<file path="config.mk">
export PLATFORM = sky130hd
export DESIGN_NAME = multi_channel_compare_timeout_flat
export DESIGN_NICKNAME = d
export VERILOG_FILES = /design/src/hw/rtl/mcct_pkg.sv /design/src/hw/rtl/mcct_req_if.sv /design/src/hw/rtl/mcct_rsp_if.sv /design/src/hw/rtl/multi_channel_compare_timeout.sv /design/src/flat_wrapper.sv
export SDC_FILE = /design/constraint.sdc
export NUM_CORES = 1
export LEC_CHECK = 0
export BUFFER_PORTS_ARGS = -buffer_cell sky130_fd_sc_hd__buf_2
export CORE_MARGIN = 3
export CORE_UTILIZATION = 25
export DETAILED_ROUTE_END_ITERATION = 8
export REMOVE_ABC_BUFFERS = 1
export SETUP_SLACK_MARGIN = 0.3
export SYNTH_ARGS = -nofsm -noshare
export SYNTH_HDL_FRONTEND = slang
export SYNTH_SLANG_ARGS = --single-unit
export TNS_END_PERCENT = 30
</file>
<file path="constraint.sdc">
create_clock -name clock -period 12.13 [get_ports clock]
set_input_delay 1.8195 -clock clock [delete_from_list [all_inputs] [get_ports clock]]
set_output_delay 1.8195 -clock clock [all_outputs]
set_load 0.01 [all_outputs]
</file>
<file path="src/hw/rtl/mcct_pkg.sv">
package mcct_pkg;

   localparam int CHANNELS        = 4;
   localparam int COUNT_WIDTH     = 16;
   localparam int PERIOD_WIDTH    = 16;
   localparam int MASK_WIDTH      = 4;
   localparam int OP_WIDTH        = 3;
   localparam int CHAN_WIDTH      = 2;
   localparam int COUNT_OUT_WIDTH = 16;
   localparam int NUM_PERIODS     = 4;
   localparam int ADDR_WIDTH      = 5;
   localparam int DATA_WIDTH      = 32;
   localparam int REG_IDX_WIDTH   = 3;

   localparam logic [OP_WIDTH-1:0] OP_TICK    = 3'd0;
   localparam logic [OP_WIDTH-1:0] OP_START   = 3'd1;
   localparam logic [OP_WIDTH-1:0] OP_RESTART = 3'd2;
   localparam logic [OP_WIDTH-1:0] OP_STOP    = 3'd3;
   localparam logic [OP_WIDTH-1:0] OP_QUERY   = 3'd4;

   localparam logic [REG_IDX_WIDTH-1:0] REG_PERIOD_CH0  = 3'd0;
   localparam logic [REG_IDX_WIDTH-1:0] REG_PERIOD_CH1  = 3'd1;
   localparam logic [REG_IDX_WIDTH-1:0] REG_PERIOD_CH2  = 3'd2;
   localparam logic [REG_IDX_WIDTH-1:0] REG_PERIOD_CH3  = 3'd3;
   localparam logic [REG_IDX_WIDTH-1:0] REG_REPEAT_MASK = 3'd4;

   localparam logic [PERIOD_WIDTH-1:0] PERIOD_RESET = 16'd1000;

   typedef logic [COUNT_WIDTH-1:0]  count_type;
   typedef logic [PERIOD_WIDTH-1:0] period_type;
   typedef logic [CHANNELS-1:0]     chan_mask_type;

   typedef struct packed {
      logic [MASK_WIDTH-1:0]      expired_mask;
      logic [MASK_WIDTH-1:0]      running_mask;
      logic [COUNT_OUT_WIDTH-1:0] count_now;
   } result_type;

endpackage

</file>
<file path="src/hw/rtl/mcct_req_if.sv">
interface mcct_req_if import mcct_pkg::*; ();
   logic                  valid;
   logic                  ready;
   logic [OP_WIDTH-1:0]   op;
   logic [CHAN_WIDTH-1:0] channel;

   modport source (output valid, output op, output channel, input ready);
   modport sink (input valid, input op, input channel, output ready);
endinterface

</file>
<file path="src/hw/rtl/mcct_rsp_if.sv">
interface mcct_rsp_if import mcct_pkg::*; ();
   logic                       valid;
   logic                       ready;
   logic [MASK_WIDTH-1:0]      expired_mask;
   logic [MASK_WIDTH-1:0]      running_mask;
   logic [COUNT_OUT_WIDTH-1:0] count_now;

   modport source (output valid, output expired_mask, output running_mask,
                   output count_now, input ready);
   modport sink (input valid, input expired_mask, input running_mask,
                 input count_now, output ready);
endinterface

</file>
<file path="src/hw/rtl/multi_channel_compare_timeout.sv">
// Four-channel output-compare timer.
// Request channel (req_chan): op is tick, start, restart, stop or query,
// channel picks the compare channel for start, restart and stop. A tick
// advances the free-running counter; every running channel whose compare
// matches the new count expires, then stops or reloads by its period.
// Response channel (rsp_chan): one response per request with the expired
// mask (ticks only), the running mask and the counter after the request.
// Periods and the repeat mask sit on the APB port at 4*index and are to be
// written only while the block is idle, which the block does not enforce;
// reads return the register. Responses are registered. Throughput: one
// request per cycle while req_chan.ready is high; all channel updates are
// done in the accept cycle by one compare and one 16-bit add per channel.
// A two-entry output stage (response register plus skid register) lets one
// more request in while a response is stalled; req_chan.ready falls only
// when both entries are full.
// Reset: counter, compares and running bits clear, periods return to 1000,
// repeat mask to zero, output stage empties.
module multi_channel_compare_timeout import mcct_pkg::*; (
   input  logic                  clock,
   input  logic                  reset,
   mcct_req_if.sink              req_chan,
   mcct_rsp_if.source            rsp_chan,
   input  logic                  psel,
   input  logic                  penable,
   input  logic                  pwrite,
   input  logic [ADDR_WIDTH-1:0] paddr,
   input  logic [DATA_WIDTH-1:0] pwdata,
   output logic [DATA_WIDTH-1:0] prdata,
   output logic                  pready
);

   period_type                period_ff [NUM_PERIODS];
   period_type                period_in [NUM_PERIODS];
   logic [MASK_WIDTH-1:0]     repeat_ff;
   logic [MASK_WIDTH-1:0]     repeat_in;

   count_type                 count_ff;
   count_type                 count_in;
   count_type                 compare_ff [CHANNELS];
   count_type                 compare_in [CHANNELS];
   chan_mask_type             running_ff;
   chan_mask_type             running_in;
   chan_mask_type             expired;
   chan_mask_type             chan_bit;
   logic                      chan_ok;
   logic                      accept;
   logic                      is_tick;
   logic                      csr_write;
   logic [REG_IDX_WIDTH-1:0]  reg_idx;

   result_type                result;
   result_type                main_ff;
   result_type                main_in;
   result_type                skid_ff;
   result_type                skid_in;
   logic                      main_valid_ff;
   logic                      main_valid_in;
   logic                      skid_valid_ff;
   logic                      skid_valid_in;
   logic                      out_fire;

   // configuration port
   assign pready    = 1'b1;
   assign csr_write = psel && penable && pwrite;
   assign reg_idx   = paddr[ADDR_WIDTH-1:2];

   always_comb begin
      for (int p = 0; p < NUM_PERIODS; p++) begin
         period_in[p] = period_ff[p];
         if (csr_write && reg_idx == REG_IDX_WIDTH'(p)) begin
            period_in[p] = pwdata[PERIOD_WIDTH-1:0];
         end
      end
      repeat_in = repeat_ff;
      if (csr_write && reg_idx == REG_REPEAT_MASK) begin
         repeat_in = pwdata[MASK_WIDTH-1:0];
      end
   end

   always_comb begin
      unique case (reg_idx)
         REG_PERIOD_CH0:  prdata = DATA_WIDTH'(period_ff[0]);
         REG_PERIOD_CH1:  prdata = DATA_WIDTH'(period_ff[1]);
         REG_PERIOD_CH2:  prdata = DATA_WIDTH'(period_ff[2]);
         REG_PERIOD_CH3:  prdata = DATA_WIDTH'(period_ff[3]);
         REG_REPEAT_MASK: prdata = DATA_WIDTH'(repeat_ff);
         default:         prdata = '0;
      endcase
   end

   // timer update
   assign accept   = req_chan.valid && req_chan.ready;
   assign is_tick  = req_chan.op == OP_TICK;
   assign chan_ok  = {1'b0, req_chan.channel} < (CHAN_WIDTH+1)'(CHANNELS);
   assign count_in = is_tick ? count_ff + COUNT_WIDTH'(1) : count_ff;

   always_comb begin
      for (int c = 0; c < CHANNELS; c++) begin
         chan_bit[c] = chan_ok && (req_chan.channel == CHAN_WIDTH'(c));
      end
   end

   // a repeat reload from a match lands exactly one period ahead, so it
   // equals a fresh load from the new count
   always_comb begin
      for (int c = 0; c < CHANNELS; c++) begin
         compare_in[c] = compare_ff[c];
         running_in[c] = running_ff[c];
         expired[c]    = 1'b0;
         unique case (req_chan.op)
            OP_TICK: begin
               if (running_ff[c] && compare_ff[c] == count_in) begin
                  expired[c] = 1'b1;
                  if (repeat_ff[c]) begin
                     compare_in[c] = COUNT_WIDTH'(32'(count_in) + 32'(period_ff[c]));
                  end else begin
                     running_in[c] = 1'b0;
                  end
               end
            end
            OP_START: begin
               if (chan_bit[c]) begin
                  compare_in[c] = COUNT_WIDTH'(32'(count_ff) + 32'(period_ff[c]));
                  running_in[c] = 1'b1;
               end
            end
            OP_RESTART: begin
               if (chan_bit[c]) begin
                  compare_in[c] = COUNT_WIDTH'(32'(count_ff) + 32'(period_ff[c]));
               end
            end
            OP_STOP: begin
               if (chan_bit[c]) begin
                  running_in[c] = 1'b0;
               end
            end
            default: begin
            end
         endcase
      end
   end

   assign result.expired_mask = MASK_WIDTH'(expired);
   assign result.running_mask = MASK_WIDTH'(running_in);
   assign result.count_now    = COUNT_OUT_WIDTH'(32'(count_in));

   // output stage
   assign out_fire       = main_valid_ff && rsp_chan.ready;
   assign req_chan.ready = !skid_valid_ff;

   always_comb begin
      main_in       = main_ff;
      skid_in       = skid_ff;
      main_valid_in = main_valid_ff;
      skid_valid_in = skid_valid_ff;
      priority if (skid_valid_ff) begin
         if (out_fire) begin
            main_in       = skid_ff;
            skid_valid_in = 1'b0;
         end
      end else if (accept) begin
         if (!main_valid_ff || out_fire) begin
            main_in       = result;
            main_valid_in = 1'b1;
         end else begin
            skid_in       = result;
            skid_valid_in = 1'b1;
         end
      end else begin
         if (out_fire) begin
            main_valid_in = 1'b0;
         end
      end
   end

   assign rsp_chan.valid        = main_valid_ff;
   assign rsp_chan.expired_mask = main_ff.expired_mask;
   assign rsp_chan.running_mask = main_ff.running_mask;
   assign rsp_chan.count_now    = main_ff.count_now;

   always_ff @(posedge clock) begin
      if (reset) begin
         count_ff      <= '0;
         running_ff    <= '0;
         repeat_ff     <= '0;
         main_valid_ff <= 1'b0;
         skid_valid_ff <= 1'b0;
         for (int c = 0; c < CHANNELS; c++) begin
            compare_ff[c] <= '0;
         end
         for (int p = 0; p < NUM_PERIODS; p++) begin
            period_ff[p] <= PERIOD_RESET;
         end
      end else begin
         repeat_ff     <= repeat_in;
         main_valid_ff <= main_valid_in;
         skid_valid_ff <= skid_valid_in;
         for (int p = 0; p < NUM_PERIODS; p++) begin
            period_ff[p] <= period_in[p];
         end
         if (accept) begin
            count_ff   <= count_in;
            running_ff <= running_in;
            for (int c = 0; c < CHANNELS; c++) begin
               compare_ff[c] <= compare_in[c];
            end
         end
      end
   end

   always_ff @(posedge clock) begin
      main_ff <= main_in;
      skid_ff <= skid_in;
   end

   a_skid_behind_main: assert property (@(posedge clock) disable iff (reset)
      skid_valid_ff |-> main_valid_ff)
      else $error("skid entry held without a response in front");

   a_count_only_on_tick: assert property (@(posedge clock) disable iff (reset)
      !(accept && is_tick) |=> $stable(count_ff))
      else $error("counter moved without a tick");

   a_stop_clears: assert property (@(posedge clock) disable iff (reset)
      (accept && req_chan.op == OP_STOP) |=> (running_ff & $past(chan_bit)) == '0)
      else $error("stopped channel still running");

   a_no_expiry_off_tick: assert property (@(posedge clock) disable iff (reset)
      (accept && !is_tick && !main_valid_ff) |=> main_ff.expired_mask == '0)
      else $error("expiry reported on a non-tick request");

endmodule

</file>
<file path="src/flat_wrapper.sv">
// flat-port wrapper written by rule: the top's interface ports become plain ports
module multi_channel_compare_timeout_flat import mcct_pkg::*;
  (clock, reset, psel, penable, pwrite, paddr, pwdata, prdata, pready, req_chan_valid, req_chan_op, req_chan_channel, req_chan_ready, rsp_chan_valid, rsp_chan_expired_mask, rsp_chan_running_mask, rsp_chan_count_now, rsp_chan_ready);
  mcct_req_if req_chan_i ();
  mcct_rsp_if rsp_chan_i ();
  input  logic clock;
  input  logic reset;
  input  logic psel;
  input  logic penable;
  input  logic pwrite;
  input  logic [ADDR_WIDTH-1:0] paddr;
  input  logic [DATA_WIDTH-1:0] pwdata;
  output logic [DATA_WIDTH-1:0] prdata;
  output logic pready;
  input wire logic [$bits(req_chan_i.valid)-1:0] req_chan_valid;
  input wire logic [$bits(req_chan_i.op)-1:0] req_chan_op;
  input wire logic [$bits(req_chan_i.channel)-1:0] req_chan_channel;
  output wire logic [$bits(req_chan_i.ready)-1:0] req_chan_ready;
  output wire logic [$bits(rsp_chan_i.valid)-1:0] rsp_chan_valid;
  output wire logic [$bits(rsp_chan_i.expired_mask)-1:0] rsp_chan_expired_mask;
  output wire logic [$bits(rsp_chan_i.running_mask)-1:0] rsp_chan_running_mask;
  output wire logic [$bits(rsp_chan_i.count_now)-1:0] rsp_chan_count_now;
  input wire logic [$bits(rsp_chan_i.ready)-1:0] rsp_chan_ready;
  assign req_chan_i.valid = req_chan_valid;
  assign req_chan_i.op = req_chan_op;
  assign req_chan_i.channel = req_chan_channel;
  assign req_chan_ready = req_chan_i.ready;
  assign rsp_chan_valid = rsp_chan_i.valid;
  assign rsp_chan_expired_mask = rsp_chan_i.expired_mask;
  assign rsp_chan_running_mask = rsp_chan_i.running_mask;
  assign rsp_chan_count_now = rsp_chan_i.count_now;
  assign rsp_chan_i.ready = rsp_chan_ready;
  multi_channel_compare_timeout u_core (.clock(clock), .reset(reset), .req_chan(req_chan_i), .rsp_chan(rsp_chan_i), .psel(psel), .penable(penable), .pwrite(pwrite), .paddr(paddr), .pwdata(pwdata), .prdata(prdata), .pready(pready));
endmodule
</file>
# After elaboration in Yosys (flattened, before gate mapping)
# Memories as Yosys holds them, arrays and structs flattened.
# Index checks and enable logic that the tools add are counted.
# totals
reg_bits,74
ram_bits,128
output_inout_bits,59
mem_count,2
# classes
addsub,9
n_eq_ne,16
mux,75
bitwise_logic,10
n_reduce_logical,26
# memory_table
name,depth,word_bits,read_ports,rd_clocked_by_memory_dff,wr,line,source
u_core.compare_ff,4,16,4,0,4,multi_channel_compare_timeout.sv:39,count_type compare_ff [CHANNELS];
u_core.period_ff,4,16,4,0,4,multi_channel_compare_timeout.sv:32,period_type period_ff [NUM_PERIODS];
# op_table
cell,count
2-to-1 mux 16 bit,25
adder 16 bit,8
case mux 16 bit (2 select lines),4
2-to-1 mux 24 bit,4
case mux 16 bit (5 select lines),1
== test 16 bit,4
2-to-1 mux 1 bit,37
"adder 16 x 1 -> 16 bit, second input constant",1
logical AND 1 bit,13
"== test 3 x 2 -> 1 bit, second input constant",4
case mux 1 bit (3 select lines),4
AND reduction 3 bit,3
bitwise OR 1 bit,8
"== test 3 x 1 -> 1 bit, second input constant",2
logical NOT 3 bit,2
nonzero test 2 bit,3
"== test 2 bit, second input constant",2
"inequality test 2 bit, second input constant",2
"== test 3 bit, second input constant",1
"== test 2 x 1 -> 1 bit, second input constant",1
logical NOT 1 bit,2
logical NOT 2 bit,1
inverter 1 bit,2
OR reduction 2 bit,1
logical OR 1 bit,1

# Longest topological paths before layout
# logic_depth
word_depth,9
ltp_mapped,14
mapped_depth_nobuf,13

# Worst setup path after synthesis
# OpenSTA, ideal clock, no wires.
# synth_timing
path_kind,input to register
start,input req_chan_op[0]
end,memory u_core.compare_ff[2][0] in the netlist's numbering (enable)
t_arrival_ns,5.031
required_ns,11.739
path_slack_ns,6.708
stages,9
n_path_buf,2
path_cell_list,buf_2 or4b_4 or4_1 clkbuf_1 xnor2_1 xnor2_1 o2111ai_1 or4_4 o21ai_1
# synth_rtl
item,line,source
from (decl),flat_wrapper.sv:16,input wire logic [$bits(req_chan_i.op)-1:0] req_chan_op;
to (decl),multi_channel_compare_timeout.sv:39,

==> reports/qor.yml <==
clock_tree:
  htreeDepth: 1
  clock-sinks: 202
  post_cts_resized: 0
  cts_buffers: 24
  cts-root-buf: "clkbuf_16"
  clk_pin_slew_ns: 0.06
  cts_tree: "done"
  hold_buffers: 0
  post_cts_buffers: 0
  clockBufferDepth: 3
  clock_latency_ns: 0.55
timing:
  maxSlewViolCount: 0
  tightest_slew_ns: 1.06
  tns_ns: 0
  fin_crit_ns: 5.90
  setup_viol: 0
  period_share: 0.486
  skew_ns: 0.0123
  grt_setup_unrepaired: "false"
  finalHoldViolCount: 0
  max_slew_margin: 0.286
  max_freq_mhz: 170
worst_setup_path:
  cp-endpoint: "u_core.compare_ff[0][15]$_SDFFCE_PN0P_"
  path_common_cell: "a21oi_1"
  ff2ff_setup_slack_ns: 6.80
  path_max_fanout: 16
  worstPathCellList: "buf_2 -> or4b_1 -> nor4_4 -> xnor2_1 -> inv_1 -> ha_1 -> a2111o_1 -> a21oi_1 -> o211ai_1 -> nand4_1 -> a21oi_1 -> nor3b_1"
  crit_cells: 12
  crit_arrival_ns: 6.17
  slowest_delay_ns: 0.81
  cp.buffers_inverters: 2
  cp_top_family: "simple AND/OR/NAND/NOR gates"
  r2r-start: "u_core.count_ff[0]$_SDFFE_PP0P_"
  r2r-end: "u_core.compare_ff[0][15]$_SDFFCE_PN0P_"
  crit_start: "req_chan_op[2]"
  cp.required_ns: 12.40
  path_class: "in2reg"
  end_kind: "register"
  start_kind: "input pin"
  reg2regPathDepth: 12
  slowest_stage: "or4b_1"
pwr:
  ir_drop_mv: 0.0847
  p_leak_nw: 6.14
  powerDensity_nw_per_um2: 106
finish:
  drive_above_1_share: 0.122
  final_cell_count_no_fill: 2282
  final_area_sq_um: 15600
  final_nets: 1682
  n_fill_cell: 5742
  diodes: 0
  synthToLayoutAreaGrowth_pct: 13.1
grt:
  grt_util_all_layers: 0.162
  grt_pass1_wl_um: 71700
  grt_antenna_before_repair: 1
  first_global_vias: 11400
  grt_overflow: 0
  grt_max_degree: 55
synthesis:
  mappedNetlistArea_sq_um: 13800
  synth_seq_area_share: 0.373
  ys_types: 88
  async_flop_share: 0
  synth_ff_type: "edfxtp_1"
  ys.warnings.count: 0
  postSynthCellCount: 1532
  avgSynthCellArea_sq_um: 9.03
  synth_edf_count: 112
  ys_ff_latch: 202
place:
  gp_congestion: 0.947
  place_area_sq_um: 14800
  dp_cells: 2238
  post-dp-hpwl_um: 36600
  portBuffers: 72
drt:
  antenna_left: 0
  num_vias: 11900
  routed_via_density: 5.21
  routed_wl_um: 47700
  drt-pass1-iter-count: 7
  first_iter_violations: 1327
  wl_per_cell_um: 20.9
  drc_errors: 0
floorplan:
  core_area_sq_um: 54200
  die_x_um: 241
  dieArea_sq_um: 58200
  start_util: 0.255
  chipHeight_um: 241
  pin_count: 108
  rows: 85
run_status:
  outcome: "finished, final reports clean"
flow_run:
  maxCapViolCount: 0
hold_path:
  hp-class: "reg2reg"
  min_from: "u_core.period_ff[0][50]$_SDFFE_PP0P_"
==> layout make-up <==
cell class              instances  area [sq um]  area share
clock buffers                  37           754      0.0483
clock inverters                 7          52.6     0.00336
inverters                      33           124     0.00792
multi-input cells            1214          8150       0.521
flip-flops and latches        202          5160       0.330
well taps                     696           871      0.0557
repair buffers                 93           518      0.0331
==> flip-flops by register name, summed over array words and instances (netlist names) <==
signal,count
u_core.compare_ff,64
u_core.period_ff,64
u_core.skid_ff,24
u_core.count_ff,16
u_core.rsp_chan.count_now,16
u_core.repeat_ff,4
u_core.rsp_chan.expired_mask,4
u_core.rsp_chan.running_mask,4
u_core.running_ff,4
u_core.rsp_chan.valid,1
u_core.skid_valid_ff,1
==> Yosys cell counts (22+ instances only) <==
| library cell | n | share of area |
|---|---|---|
| a21o_1 | 22 | 0.012 |
| a21oi_1 | 127 | 0.046 |
| and3_1 | 27 | 0.012 |
| clkbuf_1 | 62 | 0.017 |
| dfxtp_1 | 90 | 0.13 |
| edfxtp_1 | 112 | 0.24 |
| ha_1 | 61 | 0.055 |
| inv_1 | 30 | 0.0081 |
| nand2_1 | 199 | 0.054 |
| nand3_1 | 52 | 0.019 |
| nand4_1 | 25 | 0.011 |
| nor2_1 | 124 | 0.034 |
| nor2b_1 | 26 | 0.012 |
| nor3_1 | 46 | 0.017 |
| o21ai_0 | 55 | 0.020 |
| xnor2_1 | 73 | 0.046 |
| xor2_1 | 45 | 0.028 |
==> power breakdown <==
group	switching, mW	internal, mW
clock	0.301	0.431
sequential	0.0253	0.751
combinational	0.0961	0.0555
==> cell families (layout without fill, tap and decap cells) <==
logic type / after synthesis / count (layout) / synth area share
AOI/OAI and AO/OA: 356 / 356 / 0.166
xor gates and xnor gates: 130 / 130 / 0.0943
adders and majority gates: 65 / 65 / 0.0610
buffers and inverters: 131 / 170 / 0.0423
DFF: 202 / 202 / 0.373
muxes: 42 / 42 / 0.0431
other: 2 / 17 / 0.000543
and+or+nand+nor: 604 / 604 / 0.219
==> cell usage in the layout, fill, tap and decap left out, types with 9 or more instances in the layout <==
master	n
xnor2_1	73
buf_4	21
or3_1	20
xnor3_1	12
xor2_1	45
nor2_1	124
dfxtp_1	90
edfxtp_1	112
mux2_2	20
nor4_1	9
o21ai_0	55
o21bai_1	10
clkbuf_16	28
nor3_1	45
nand3_1	52
a21o_1	22
nor2b_1	26
conb_1	17
a21oi_1	126
nand2b_1	14
o211ai_1	15
a22oi_1	9
ha_1	61
inv_1	30
or4_1	11
nand2_1	199
a31oi_1	15
a211oi_1	19
mux2i_1	10
buf_2	72
nand4_1	25
and3_1	27
mux4_2	12
==> tightest hold or removal path, delay by kind of cell (launching register included) <==
| family | cells | cell delay, ns |
|---|---|---|
| AOI/OAI and AO/OA | 1 | 0.06 |
| and+or+nand+nor | 1 | 0.06 |
| DFF | 1 | 0.32 |
==> routing by layer <==
metal  share of wire  global-route usage  vias up
met5         0.00027                   0        -
met4           0.023              0.0395        2
li1                -                   -     5672
met3           0.059              0.0279       62
met1            0.47               0.229     5782
met2            0.45               0.258      370
==> through the flow <==
step	worst slack [ns]	util	power, mW	hold WS [ns]
6_report	6.23	0.288	1.66	0.482
2_1_floorplan	6.61	-	0.868	0.444
4_1_cts	6.35	0.288	1.68	0.478
5_1_grt	6.03	0.288	1.72	0.510
3_5_place_dp	5.78	0.273	0.942	0.469
3_3_place_gp	5.81	0.273	0.940	0.465
==> how the worst min path moves through the flow <==
| stage | end | cells after the start | slack, ns |
|---|---|---|---|
| 2_1_floorplan | u_core.period_ff[0][48]$_SDFFE_PP0P_ | 2 | 0.44 |
| 3_3_place_gp | u_core.period_ff[0][48]$_SDFFE_PP0P_ | 2 | 0.47 |
| 3_5_place_dp | u_core.period_ff[0][14]$_SDFFE_PP0P_ | 2 | 0.47 |
| 4_1_cts | u_core.period_ff[0][14]$_SDFFE_PP0P_ | 2 | 0.48 |
| 5_1_grt | u_core.period_ff[0][0]$_SDFFE_PP0P_ | 2 | 0.51 |
| 6_report | u_core.period_ff[0][50]$_SDFFE_PP0P_ | 2 | 0.48 |
Power figures use the tool's default switching activity.
